==> src/hw/rtl/nbnq_pkg.sv <==
`default_nettype none

package nbnq_pkg;

    // Request store geometry and datagram limits.
    localparam int STORE_DEPTH       = 46;
    localparam int STORE_AW          = 6;
    localparam int MIN_REQUEST       = 50;
    localparam int REQUEST_LIMIT_DEF = 96;

    // Response geometry.
    localparam int RESP_IDX_W = 6;
    localparam logic [RESP_IDX_W-1:0] RESP_LAST_IDX = 6'd61;

    // Byte offsets inside the request and the response.
    localparam int OFS_FLAGS_HI  = 2;
    localparam int OFS_QDCOUNT_HI = 4;
    localparam int OFS_QDCOUNT_LO = 5;
    localparam int OFS_NAME_LEN  = 12;
    localparam int OFS_NAME_FIRST = 13;
    localparam int OFS_NAME_LAST  = 44;
    localparam int NAME_CHARS    = 15;

    // Fixed byte values.
    localparam logic [7:0] RESP_FLAGS_HI = 8'h85;
    localparam logic [7:0] NAME_LEN_BYTE = 8'h20;
    localparam logic [7:0] SPACE_CHAR    = 8'h20;
    localparam logic [7:0] CHAR_A        = 8'h41;
    localparam logic [7:0] CHAR_P        = 8'h50;
    localparam logic [7:0] ANCOUNT_LO    = 8'h01;
    localparam logic [7:0] TYPE_NB_LO    = 8'h20;
    localparam logic [7:0] CLASS_IN_LO   = 8'h01;
    localparam logic [7:0] RDLENGTH_LO   = 8'h06;
    localparam logic [15:0] TTL_RESET    = 16'd300;

    // Configuration register indexes (byte address / 8).
    localparam logic [2:0] REG_HOST_LEN   = 3'd0;
    localparam logic [2:0] REG_CHARS_LOW  = 3'd1;
    localparam logic [2:0] REG_CHARS_HIGH = 3'd2;
    localparam logic [2:0] REG_OWN_IP     = 3'd3;
    localparam logic [2:0] REG_TTL        = 3'd4;

    typedef struct packed {
        logic [5:0]  host_len;
        logic [63:0] host_chars_low;
        logic [55:0] host_chars_high;
        logic [31:0] own_ip;
        logic [15:0] answer_ttl;
    } cfg_t;

    // Commands from the controller to the datapath.
    typedef struct packed {
        logic take;     // an input beat is accepted
        logic decide;   // datagram closed: evaluate and rewind
        logic advance;  // a response beat is accepted
    } ctrl_cmd_t;

    // Status from the datapath to the controller.
    typedef struct packed {
        logic answer;
        logic final_beat;
    } dp_status_t;

    function automatic logic [7:0] upcase(input logic [7:0] c);
        upcase = (c >= 8'h61 && c <= 8'h7A) ? c - 8'h20 : c;
    endfunction

    // Hostname character at a position; position 15 reads as zero.
    function automatic logic [7:0] host_char(input cfg_t cfg, input logic [3:0] pos);
        logic [63:0] lo_sh;
        logic [55:0] hi_sh;
        lo_sh = cfg.host_chars_low >> {pos[2:0], 3'b000};
        hi_sh = cfg.host_chars_high >> {pos[2:0], 3'b000};
        if (!pos[3]) begin
            host_char = lo_sh[7:0];
        end else if (pos != 4'hF) begin
            host_char = hi_sh[7:0];
        end else begin
            host_char = 8'h00;
        end
    endfunction

endpackage

`default_nettype wire

==> src/hw/rtl/nbnq_ctrl.sv <==
`default_nettype none

module nbnq_ctrl (
    input  wire                    aclk,
    input  wire                    aresetn,
    input  wire                    s_tvalid,
    input  wire                    s_tlast,
    output logic                   s_tready,
    output logic                   m_tvalid,
    input  wire                    m_tready,
    input  nbnq_pkg::dp_status_t   status,
    output nbnq_pkg::ctrl_cmd_t    cmd
);

    typedef enum logic [2:0] {
        ST_RECV   = 3'b001,
        ST_DECIDE = 3'b010,
        ST_SEND   = 3'b100
    } state_t;

    state_t state_reg, state_next;

    // Handshakes and commands follow the state directly.
    always_comb begin
        s_tready    = (state_reg == ST_RECV);
        m_tvalid    = (state_reg == ST_SEND);
        cmd.take    = s_tready && s_tvalid;
        cmd.decide  = (state_reg == ST_DECIDE);
        cmd.advance = m_tvalid && m_tready;
    end

    // Next state.
    always_comb begin
        state_next = state_reg;
        unique case (state_reg)
            ST_RECV: begin
                if (cmd.take && s_tlast) state_next = ST_DECIDE;
            end
            ST_DECIDE: begin
                state_next = status.answer ? ST_SEND : ST_RECV;
            end
            ST_SEND: begin
                if (cmd.advance && status.final_beat) state_next = ST_RECV;
            end
            default: state_next = ST_RECV;
        endcase
    end

    always_ff @(posedge aclk) begin
        if (!aresetn) begin
            state_reg <= ST_RECV;
        end else begin
            state_reg <= state_next;
        end
    end

    // The input and output sides never handshake in the same cycle.
    a_sides_exclusive: assert property (@(posedge aclk) disable iff (!aresetn)
        !(s_tready && m_tvalid))
        else $error("input and output sides active together");

    // The cycle after a last input beat is the decision cycle: both sides closed.
    a_decide_after_last: assert property (@(posedge aclk) disable iff (!aresetn)
        (cmd.take && s_tlast) |=> (!s_tready && !m_tvalid))
        else $error("no decision cycle after last beat");

    // A rejected datagram reopens the input at once.
    a_reject_reopens: assert property (@(posedge aclk) disable iff (!aresetn)
        (cmd.decide && !status.answer) |=> s_tready)
        else $error("input not reopened after rejected datagram");

    // The final response beat reopens the input.
    a_final_reopens: assert property (@(posedge aclk) disable iff (!aresetn)
        (cmd.advance && status.final_beat) |=> (s_tready && !m_tvalid))
        else $error("input not reopened after response");

endmodule

`default_nettype wire

==> src/hw/rtl/nbnq_dp.sv <==
`default_nettype none

module nbnq_dp #(
    parameter int REQUEST_LIMIT = nbnq_pkg::REQUEST_LIMIT_DEF
) (
    input  wire                    aclk,
    input  wire                    aresetn,
    input  nbnq_pkg::cfg_t         cfg,
    input  nbnq_pkg::ctrl_cmd_t    cmd,
    input  wire [7:0]              s_data,
    output nbnq_pkg::dp_status_t   status,
    output logic [7:0]             m_data,
    output logic                   m_last
);

    localparam int CNT_W = $clog2(REQUEST_LIMIT + 1);
    localparam int AW    = nbnq_pkg::STORE_AW;
    localparam int RW    = nbnq_pkg::RESP_IDX_W;

    logic [7:0]     store_mem [nbnq_pkg::STORE_DEPTH];
    logic [7:0]     rd_data_reg;
    logic [AW-1:0]  rd_addr;
    logic [CNT_W-1:0] byte_count_reg;
    logic           still_valid_reg;
    logic           name_matches_reg;
    logic [3:0]     high_nibble_reg;
    logic           qd_nonzero_reg;
    logic [RW-1:0]  out_idx_reg;

    logic           in_store;
    logic           in_name;
    logic           char_ok;
    logic [3:0]     nib;
    logic [4:0]     name_k;
    logic [3:0]     pos;
    logic [7:0]     decoded;
    logic           pair_mismatch;
    logic           hdr_bad;
    logic [3:0]     last_pos;

    // Position decode of the current input byte.
    always_comb begin
        in_store = byte_count_reg < CNT_W'(nbnq_pkg::STORE_DEPTH);
        in_name  = byte_count_reg >= CNT_W'(nbnq_pkg::OFS_NAME_FIRST)
                && byte_count_reg <= CNT_W'(nbnq_pkg::OFS_NAME_LAST);
        name_k   = 5'(byte_count_reg - CNT_W'(nbnq_pkg::OFS_NAME_FIRST));
        pos      = name_k[4:1];
        nib      = 4'(s_data - nbnq_pkg::CHAR_A);
        char_ok  = s_data >= nbnq_pkg::CHAR_A && s_data <= nbnq_pkg::CHAR_P;
        decoded  = {high_nibble_reg, nib};
    end

    // Header, length byte and character checks.
    always_comb begin
        hdr_bad = 1'b0;
        if (byte_count_reg == CNT_W'(nbnq_pkg::OFS_FLAGS_HI)) begin
            hdr_bad = s_data[7] || (s_data[6:3] != 4'h0);
        end else if (byte_count_reg == CNT_W'(nbnq_pkg::OFS_NAME_LEN)) begin
            hdr_bad = s_data != nbnq_pkg::NAME_LEN_BYTE;
        end else if (in_name) begin
            hdr_bad = !char_ok;
        end
    end

    // Decoded byte against the hostname, or a space past its length, on the second half of each pair but the last.
    always_comb begin
        pair_mismatch = 1'b0;
        if (in_name && name_k[0] && pos != 4'(nbnq_pkg::NAME_CHARS)) begin
            if ({2'b00, pos} < cfg.host_len) begin
                pair_mismatch = nbnq_pkg::upcase(decoded)
                             != nbnq_pkg::upcase(nbnq_pkg::host_char(cfg, pos));
            end else begin
                pair_mismatch = decoded != nbnq_pkg::SPACE_CHAR;
            end
        end
    end

    // Per-datagram tracking state, rewound on the decision cycle.
    always_ff @(posedge aclk) begin
        if (!aresetn || cmd.decide) begin
            byte_count_reg   <= '0;
            still_valid_reg  <= 1'b1;
            name_matches_reg <= 1'b1;
            high_nibble_reg  <= 4'h0;
        end else if (cmd.take) begin
            if (byte_count_reg < CNT_W'(REQUEST_LIMIT)) begin
                byte_count_reg <= byte_count_reg + 1'b1;
            end
            if (hdr_bad) still_valid_reg <= 1'b0;
            if (pair_mismatch) name_matches_reg <= 1'b0;
            if (in_name && !name_k[0]) high_nibble_reg <= nib;
        end
    end

    // The question count is nonzero if either of its bytes is.
    always_ff @(posedge aclk) begin
        if (cmd.take) begin
            if (byte_count_reg == CNT_W'(nbnq_pkg::OFS_QDCOUNT_HI)) begin
                qd_nonzero_reg <= s_data != 8'h00;
            end else if (byte_count_reg == CNT_W'(nbnq_pkg::OFS_QDCOUNT_LO)) begin
                qd_nonzero_reg <= qd_nonzero_reg || (s_data != 8'h00);
            end
        end
    end

    // Request store: one write port, one registered read port.
    always_ff @(posedge aclk) begin
        if (cmd.take && in_store) begin
            store_mem[byte_count_reg[AW-1:0]] <= s_data;
        end
        rd_data_reg <= store_mem[rd_addr];
    end

    // Read address leads the response index by one beat on each advance.
    always_comb begin
        logic [RW-1:0] want;
        want = cmd.decide  ? '0 :
               cmd.advance ? out_idx_reg + 1'b1 : out_idx_reg;
        rd_addr = (want < RW'(nbnq_pkg::STORE_DEPTH)) ? want[AW-1:0] : '0;
    end

    always_ff @(posedge aclk) begin
        if (!aresetn || cmd.decide) begin
            out_idx_reg <= '0;
        end else if (cmd.advance) begin
            out_idx_reg <= out_idx_reg + 1'b1;
        end
    end

    // Answer decision on the closed datagram.
    always_comb begin
        last_pos      = 4'(cfg.host_len - 6'd1);
        status.answer = byte_count_reg >= CNT_W'(nbnq_pkg::MIN_REQUEST)
                     && still_valid_reg && name_matches_reg && qd_nonzero_reg
                     && cfg.host_len != 6'd0
                     && cfg.host_len <= 6'(nbnq_pkg::NAME_CHARS)
                     && nbnq_pkg::host_char(cfg, last_pos) != nbnq_pkg::SPACE_CHAR
                     && cfg.own_ip != 32'h0;
        status.final_beat = out_idx_reg == nbnq_pkg::RESP_LAST_IDX;
    end

    // Response byte for the current index.
    always_comb begin
        case (out_idx_reg)
            6'd0, 6'd1:  m_data = rd_data_reg;
            6'd2:        m_data = nbnq_pkg::RESP_FLAGS_HI;
            6'd7:        m_data = nbnq_pkg::ANCOUNT_LO;
            6'd47:       m_data = nbnq_pkg::TYPE_NB_LO;
            6'd49:       m_data = nbnq_pkg::CLASS_IN_LO;
            6'd52:       m_data = cfg.answer_ttl[15:8];
            6'd53:       m_data = cfg.answer_ttl[7:0];
            6'd55:       m_data = nbnq_pkg::RDLENGTH_LO;
            6'd58:       m_data = cfg.own_ip[31:24];
            6'd59:       m_data = cfg.own_ip[23:16];
            6'd60:       m_data = cfg.own_ip[15:8];
            6'd61:       m_data = cfg.own_ip[7:0];
            default: begin
                if (out_idx_reg inside {[6'd12:6'd45]}) begin
                    m_data = rd_data_reg;
                end else begin
                    m_data = 8'h00;
                end
            end
        endcase
        m_last = status.final_beat;
    end

endmodule

`default_nettype wire

==> src/hw/rtl/netbios_name_query_responder_top.sv <==
// After the last payload beat the decision state comes before the first response beat.
// Throughput: one payload beat per cycle while s_tready is high; a response runs one beat
// per cycle for 62 beats while m_tready is high. The input is held off after the last
// payload beat through the decision state and, if answered, until the response is drained.
// Reset: synchronous, active-low aresetn; the store, read data and qd flag do not reset.
`default_nettype none

module netbios_name_query_responder_top #(
    parameter int REQUEST_LIMIT = nbnq_pkg::REQUEST_LIMIT_DEF
) (
    input  wire         aclk,
    input  wire         aresetn,
    // Configuration port.
    input  wire         psel,
    input  wire         penable,
    input  wire         pwrite,
    input  wire  [5:0]  paddr,
    input  wire  [63:0] pwdata,
    output logic [63:0] prdata,
    output logic        pready,
    // Payload input.
    input  wire         s_tvalid,
    output logic        s_tready,
    input  wire  [7:0]  s_tdata,   // [7:0] data_in
    input  wire         s_tlast,
    // Response output.
    output logic        m_tvalid,
    input  wire         m_tready,
    output logic [7:0]  m_tdata,   // [7:0] data_out
    output logic        m_tlast
);

    nbnq_pkg::cfg_t       cfg_reg;
    nbnq_pkg::ctrl_cmd_t  cmd;
    nbnq_pkg::dp_status_t status;
    logic                 cfg_write;
    logic [2:0]           reg_idx;

    assign pready    = 1'b1;
    assign reg_idx   = paddr[5:3];
    assign cfg_write = psel && penable && pwrite && pready;

    // Configuration registers.
    always_ff @(posedge aclk) begin
        if (!aresetn) begin
            cfg_reg.host_len        <= '0;
            cfg_reg.host_chars_low  <= '0;
            cfg_reg.host_chars_high <= '0;
            cfg_reg.own_ip          <= '0;
            cfg_reg.answer_ttl      <= nbnq_pkg::TTL_RESET;
        end else if (cfg_write) begin
            unique case (reg_idx)
                nbnq_pkg::REG_HOST_LEN:   cfg_reg.host_len        <= pwdata[5:0];
                nbnq_pkg::REG_CHARS_LOW:  cfg_reg.host_chars_low  <= pwdata;
                nbnq_pkg::REG_CHARS_HIGH: cfg_reg.host_chars_high <= pwdata[55:0];
                nbnq_pkg::REG_OWN_IP:     cfg_reg.own_ip          <= pwdata[31:0];
                nbnq_pkg::REG_TTL:        cfg_reg.answer_ttl      <= pwdata[15:0];
                default: ;
            endcase
        end
    end

    // Register readback.
    always_comb begin
        unique case (reg_idx)
            nbnq_pkg::REG_HOST_LEN:   prdata = {58'b0, cfg_reg.host_len};
            nbnq_pkg::REG_CHARS_LOW:  prdata = cfg_reg.host_chars_low;
            nbnq_pkg::REG_CHARS_HIGH: prdata = {8'b0, cfg_reg.host_chars_high};
            nbnq_pkg::REG_OWN_IP:     prdata = {32'b0, cfg_reg.own_ip};
            nbnq_pkg::REG_TTL:        prdata = {48'b0, cfg_reg.answer_ttl};
            default:                  prdata = '0;
        endcase
    end

    nbnq_ctrl u_ctrl (
        .aclk     (aclk),
        .aresetn  (aresetn),
        .s_tvalid (s_tvalid),
        .s_tlast  (s_tlast),
        .s_tready (s_tready),
        .m_tvalid (m_tvalid),
        .m_tready (m_tready),
        .status   (status),
        .cmd      (cmd)
    );

    nbnq_dp #(
        .REQUEST_LIMIT (REQUEST_LIMIT)
    ) u_dp (
        .aclk    (aclk),
        .aresetn (aresetn),
        .cfg     (cfg_reg),
        .cmd     (cmd),
        .s_data  (s_tdata),
        .status  (status),
        .m_data  (m_tdata),
        .m_last  (m_tlast)
    );

endmodule

`default_nettype wire

==> config.mk <==
export PLATFORM = sky130hd
export DESIGN_NAME = netbios_name_query_responder_top
export DESIGN_NICKNAME = d
export VERILOG_FILES = /design/src/hw/rtl/nbnq_pkg.sv /design/src/hw/rtl/nbnq_ctrl.sv /design/src/hw/rtl/nbnq_dp.sv /design/src/hw/rtl/netbios_name_query_responder_top.sv
export SDC_FILE = /design/constraint.sdc
export NUM_CORES = 1
export LEC_CHECK = 0
export BUFFER_PORTS_ARGS = -buffer_cell sky130_fd_sc_hd__buf_4
export CORE_ASPECT_RATIO = 1.2
export CORE_MARGIN = 5
export CORE_UTILIZATION = 40
export DETAILED_ROUTE_END_ITERATION = 8
export PLACE_DENSITY_LB_ADDON = 0.1
export SLEW_MARGIN = 40
export SYNTH_ARGS = -nofsm -noshare
export SYNTH_HDL_FRONTEND = slang
export SYNTH_SLANG_ARGS = --single-unit
==> constraint.sdc <==
create_clock -name aclk -period 4.69 [get_ports aclk]
set_input_delay 0.938 -clock aclk [delete_from_list [all_inputs] [get_ports aclk]]
set_output_delay 0.938 -clock aclk [all_outputs]
set_load 0.1 [all_outputs]
# ---- Word-level counts from Yosys, hierarchy flattened
# Memory sizes are Yosys's and may differ from the RTL's. A register that Yosys moved wholly into a read port is not among the register bits.
# Index checks and enable logic that the tools add are counted.
dict set report classes {
  add_sub_neg 7
  magnitude_cmp 16
  eq_ne 31
  shifts 4
  muxes 27
  reduce_logical 48
}
# cell n
set op_table {}
lappend op_table {{$pmux W64 S5} 1}
lappend op_table {{$shr A64 B6 Y8} 2}
lappend op_table {{$shr A56 B6 Y8} 2}
lappend op_table {{$pmux W8 S11} 1}
lappend op_table {{$mux W8} 9}
lappend op_table {{$eq A6 B6 Y1 const B} 9}
lappend op_table {{$reduce_bool A32 Y1} 1}
lappend op_table {{$ge A8 B7 Y1 const B} 3}
lappend op_table {{$le A8 B7 Y1 const B} 3}
lappend op_table {{$ne A8 B6 Y1 const B} 3}
lappend op_table {{$logic_and A1 B1 Y1} 22}
lappend op_table {{$reduce_and A2 Y1} 11}
lappend op_table {{$mux W6} 3}
lappend op_table {{$sub A8 B6 Y8 const B} 2}
lappend op_table {{$eq A7 B3 Y1 const B} 2}
lappend op_table {{$eq A3 B2 Y1 const B} 3}
lappend op_table {{$mux W1} 9}
lappend op_table {{$mux W3} 3}
lappend op_table {{$pmux W3 S3} 1}
lappend op_table {{$ne A4 B4 Y1 const B} 2}
lappend op_table {{$ne A8 B8 Y1} 1}
lappend op_table {{$reduce_bool A8 Y1} 1}
lappend op_table {{$sub A4 B1 Y4 const B} 2}
lappend op_table {{$add A7 B1 Y7 const B} 1}
lappend op_table {{28 further kinds} 36}
dict set report word_totals {
  ff_bits 197
  ramBits 368
  word_cells 146
  memories 1
}
# memory words width read_ports rd_clocked_by_memory_dff wr line_no
set memory_table {}
lappend memory_table {u_dp.store_mem 46 8 1 1 1 nbnq_dp.sv:20} ;# logic [7:0] store_mem [nbnq_pkg::STORE_DEPTH];

# ---- Longest topological paths before layout
dict set report depth {
  depth_word 13
  ltp_mapped 17
  depth_no_buf 14
}

# ---- By module
# From an unflattened synthesis, not the netlist that was laid out.
dict set report hier_totals {
  hier_cells 2482
  hier_area_um2 26810.7
}
# mod instances cells_per_inst area_each_um2 seq_area_each_um2
set by_module_without_submodules {}
lappend by_module_without_submodules {nbnq_dp 1 1665 18955.7 11621.1}
lappend by_module_without_submodules {netbios_name_query_responder_top 1 802 7696.1 3483.3}
lappend by_module_without_submodules {nbnq_ctrl 1 15 158.9 60.1}

# ---- Worst setup path after synthesis
# No wires, ideal clock.
dict set report synth_timing {
  path_kind {input-to-output}
  from {input paddr[4]}
  to {output prdata[0]}
  arrival_time_ns 3.858
  t_required_ns 3.752
  path_slack_ns -0.106
  cell_stages 6
  cell_sequence {clkbuf_1 -> clkbuf_1 -> clkbuf_1 -> buf_1 -> mux2i_1 -> o22ai_1}
}
dict set report synth_between {
  elab_chain_cells 2
  elab_cells_between_ends 6
}
# element line_no
set synth_lines {}
lappend synth_lines {{start, declared} netbios_name_query_responder_top.sv:17} ;# input wire [5:0] paddr,
lappend synth_lines {{$eq A3 B3 Y1 (tied with other cells)} netbios_name_query_responder_top.sv:65} ;# unique case (reg_idx)
lappend synth_lines {{$pmux W64 S5 *} netbios_name_query_responder_top.sv:65}
lappend synth_lines {{end, declared} netbios_name_query_responder_top.sv:19} ;# output logic [63:0] prdata,
# Every way passes the cells marked *; elsewhere a longest branch is shown, timed or not.

# ---- Final worst setup path
dict set report layout_timing {
  from {register u_dp.out_idx_reg[1]}
  to {output m_tdata[2]}
}
dict set report layout_between {
  elab_chain_cells 4
  elab_cells_between_ends 20
}
# element line_no
set layout_lines {}
lappend layout_lines {{start, declared} nbnq_dp.sv:28} ;# logic [RW-1:0] out_idx_reg;
lappend layout_lines {{start signal, assigned} nbnq_dp.sv:126} ;# out_idx_reg <= out_idx_reg + 1'b1;
lappend layout_lines {{$ge A6 B4 Y1 or $le A6 B6 Y1 (tied branches)} nbnq_dp.sv:158} ;# if (out_idx_reg inside {[6'd12:6'd45]}) begin
lappend layout_lines {{$logic_and A1 B1 Y1} nbnq_dp.sv:158}
lappend layout_lines {{$mux W8} nbnq_dp.sv:158}
lappend layout_lines {{$pmux W8 S11 *} nbnq_dp.sv:144} ;# case (out_idx_reg)
lappend layout_lines {{end, declared} netbios_name_query_responder_top.sv:29} ;# output logic [7:0] m_tdata,
# Marks and branches as above.

==> impl_metrics.toml <==
[timing]
rsz0062_at_grt = "false"
holdWs_ps = 485
slew_headroom_pct = 44.9
tightestPinTransition_ps = 823
finalSetupViolCount = 0
final.setup.worst_slack_ps = 621
clock_skew_ps = 21.8
period_needed_ps = 4070
fin_setup_tns_ps = 0
period_share_pct = 86.8
final-hold-violation-count = 0
fmax_ghz = 0.246
maxSlewViolCount = 0

[yosys]
synth.cell_area_sq_mm = 0.0269
synth_edf_count = 369
synth_xor_area_share_pct = 0.890
synth_fp_nets = 2623
async_flop_share_pct = 0
synth_adder_area_share_pct = 1.07
synthCells = 2514
yosys_warnings = 0
syn_avg_cell_area_sq_um = 10.7
synth_top_family_by_area = "simple AND/OR/NAND/NOR gates"
yosysTopAreaCell = "edfxtp_1"
synth_area_leaders = "edfxtp_1, dfxtp_1, nand2_1"
synth_top_area_share_pct = 41.3
ys_seq_area_share_pct = 56.5
synth.distinct_cells = 107
synthMuxAreaShare_pct = 5.82
synth_ff_type = "edfxtp_1"
synth_compound_area_share_pct = 15.5
synth-seq-cells = 573
synth-simple-area-share_pct = 17.1

[routing]
wirelength_mm = 90.7
drc = 0
vias = 20657
avgViaCountPerCell = 5.77
drtAntennaViolNets = 0
wl_per_cell_microns = 25.4
dr.pass1.iters = 6
drt-initial-drc-count = 1650

[grt]
grt_usage_pct = 24.2
grt_pass1_vias = 20253
grt_overflow = 0
grt_pass1_wl_mm = 133
antenna_found_initial = 0
grt_max_degree = 70

[placed_design]
pre_cts_slack_ps = 641
portBuffers = 157
gp_congestion = 0.912
place_area_sq_mm = 0.0291
hpwl_mm = 63.7
numPlacedInstances = 3463

[power_and_ir_drop]
leakage_nw = 10.6
p_per_area_mw_per_mm2 = 361
peakVddDrop_mv = 0.352

[cells_and_area]
largest_reg_flops = 368
layout-drive-gt1-share_pct = 16.7
layout_commonest_cell = "nand2_1"
final_cells = 3577
area_delta_synth_final_pct = 16.1
final_cell_area_sq_mm = 0.0312
final_cell_mix = "nand2_1, edfxtp_1, buf_4"
nets = 2734

[setup_path]
cp.arrival_ps = 3130
crit_path_max_fanout = 9
r2r-end = "u_dp.name_matches_reg$_SDFFE_PP1P_"
critPathKind = "flip-flop to output port"
endpoint_kind = "output port"
r2r_slack_ps = 720
reg2reg_depth = 14
crit-reg2reg-launch = "u_dp.byte_count_reg[0]$_SDFFE_PP0P_"
cp-start-kind = "flip-flop"
required_ps = 3750

[clock_tree]
holdBufCountCts = 0
cts_buffer_depth = 3
cts_tree = "built"
cts_made_buffers = 61
clk-insertion-delay-late_ps = 630
clock_sinks = 573
cts_max_level = 2
postCtsSetupBuffers = 0
cts.clk_slew.worst_paths_ps = 60
cts_resized = 0
cts-root-buf = "clkbuf_16"

[floorplan]
num_io_pins = 162
fp.dieArea_sq_mm = 0.0724
start_util_pct = 40.1
core_sq_mm = 0.0669
die_h_microns = 294
die_x_microns = 247
placementRows = 104

[min_path]
hold_path_class = "flip-flop to flip-flop"
hold_end = "cfg_reg[8]$_SDFFE_PN1P_"
hp-start = "cfg_reg[8]$_SDFFE_PN1P_"
min_delay_path_depth = 2

[status]
status = "finished, final reports clean"

[flow_run]
maxCapViolCount = 0
[worst max-delay path by stage]
stage | startpoint | end | cells after the start
final | u_dp.out_idx_reg[1]$_SDFF_PP0_ | m_tdata[2] | 7
after global routing | u_dp.out_idx_reg[1]$_SDFF_PP0_ | m_tdata[0] | 9
after CTS | u_dp.out_idx_reg[1]$_SDFF_PP0_ | m_tdata[2] | 7
after detailed placement | m_tready | u_dp.rd_data_reg[1]$_DFF_P_ | 12
after global placement | m_tready | u_dp.rd_data_reg[7]$_DFF_P_ | 11
after floorplan | u_ctrl.state_reg[2]$_SDFFE_PN0P_ | u_dp.store_mem[39][0]$_DFFE_PP_ | 6
[cell usage after synthesis, drive strengths merged (27+ instances only)]
| library cell | count |
|---|---|
| nand3 | 131 |
| mux2i | 50 |
| and3 | 27 |
| dfxtp | 204 |
| mux4 | 38 |
| a21boi | 175 |
| nor2 | 158 |
| a21oi | 44 |
| buf | 55 |
| a22oi | 51 |
| o21ai | 56 |
| nand2 | 580 |
| clkbuf | 123 |
| edfxtp | 369 |
[where the power goes]
group	switching (W)	internal [W]	total (W)
clock	0.00204	0.00294	0.00498
sequential	0.0000330	0.00540	0.00543
combinational	0.000573	0.000258	0.000831
[area by class of cell]
cell class	count	area [sq um]
Timing Repair Buffer	226	1750
Fill cell	6302	35700
Antenna cell	1	2.50
Tap cell	901	1130
Inverter	22	87.6
Clock inverter	37	415
Multi-Input combinational cell	1741	11000
Sequential cell	573	15200
Clock buffer	76	1660
[metal layers]
layer	vias to the layer above	part of all wire, %	GRT usage (%)
li1	9472	-	-
met1	10280	40	30.0
met2	731	51	43.5
met3	174	5.1	2.87
met4	0	4.1	8.57
met5	-	0	0
[per-stage QoR]
stage	utilization [%]	power (W)
after detailed placement	43.5	0.00637
after global placement	43.4	0.00636
final	46.6	0.0112
after global routing	46.6	0.0116
after CTS	46.6	0.0113
after floorplan	-	0.00603
[kinds of logic (layout without fill, tap and decap cells)]
group           count (synthesis)  after routing
mux                           105            105
compound gates                547            547
fa+ha+maj                      23             23
other cells                     1              2
xor+xnor                       24             24
flops                         573            573
simple gates                 1041           1041
buf+inv                       200            361
[worst max-delay path: stages (launching register included)]
cell      delay (ps)
dfxtp_1          510
inv_1            220
ha_1             340
and3_1           330
a221oi_1         370
nand2_1          140
a221o_1          330
buf_4            250
(Power assumes the default switching activity.)
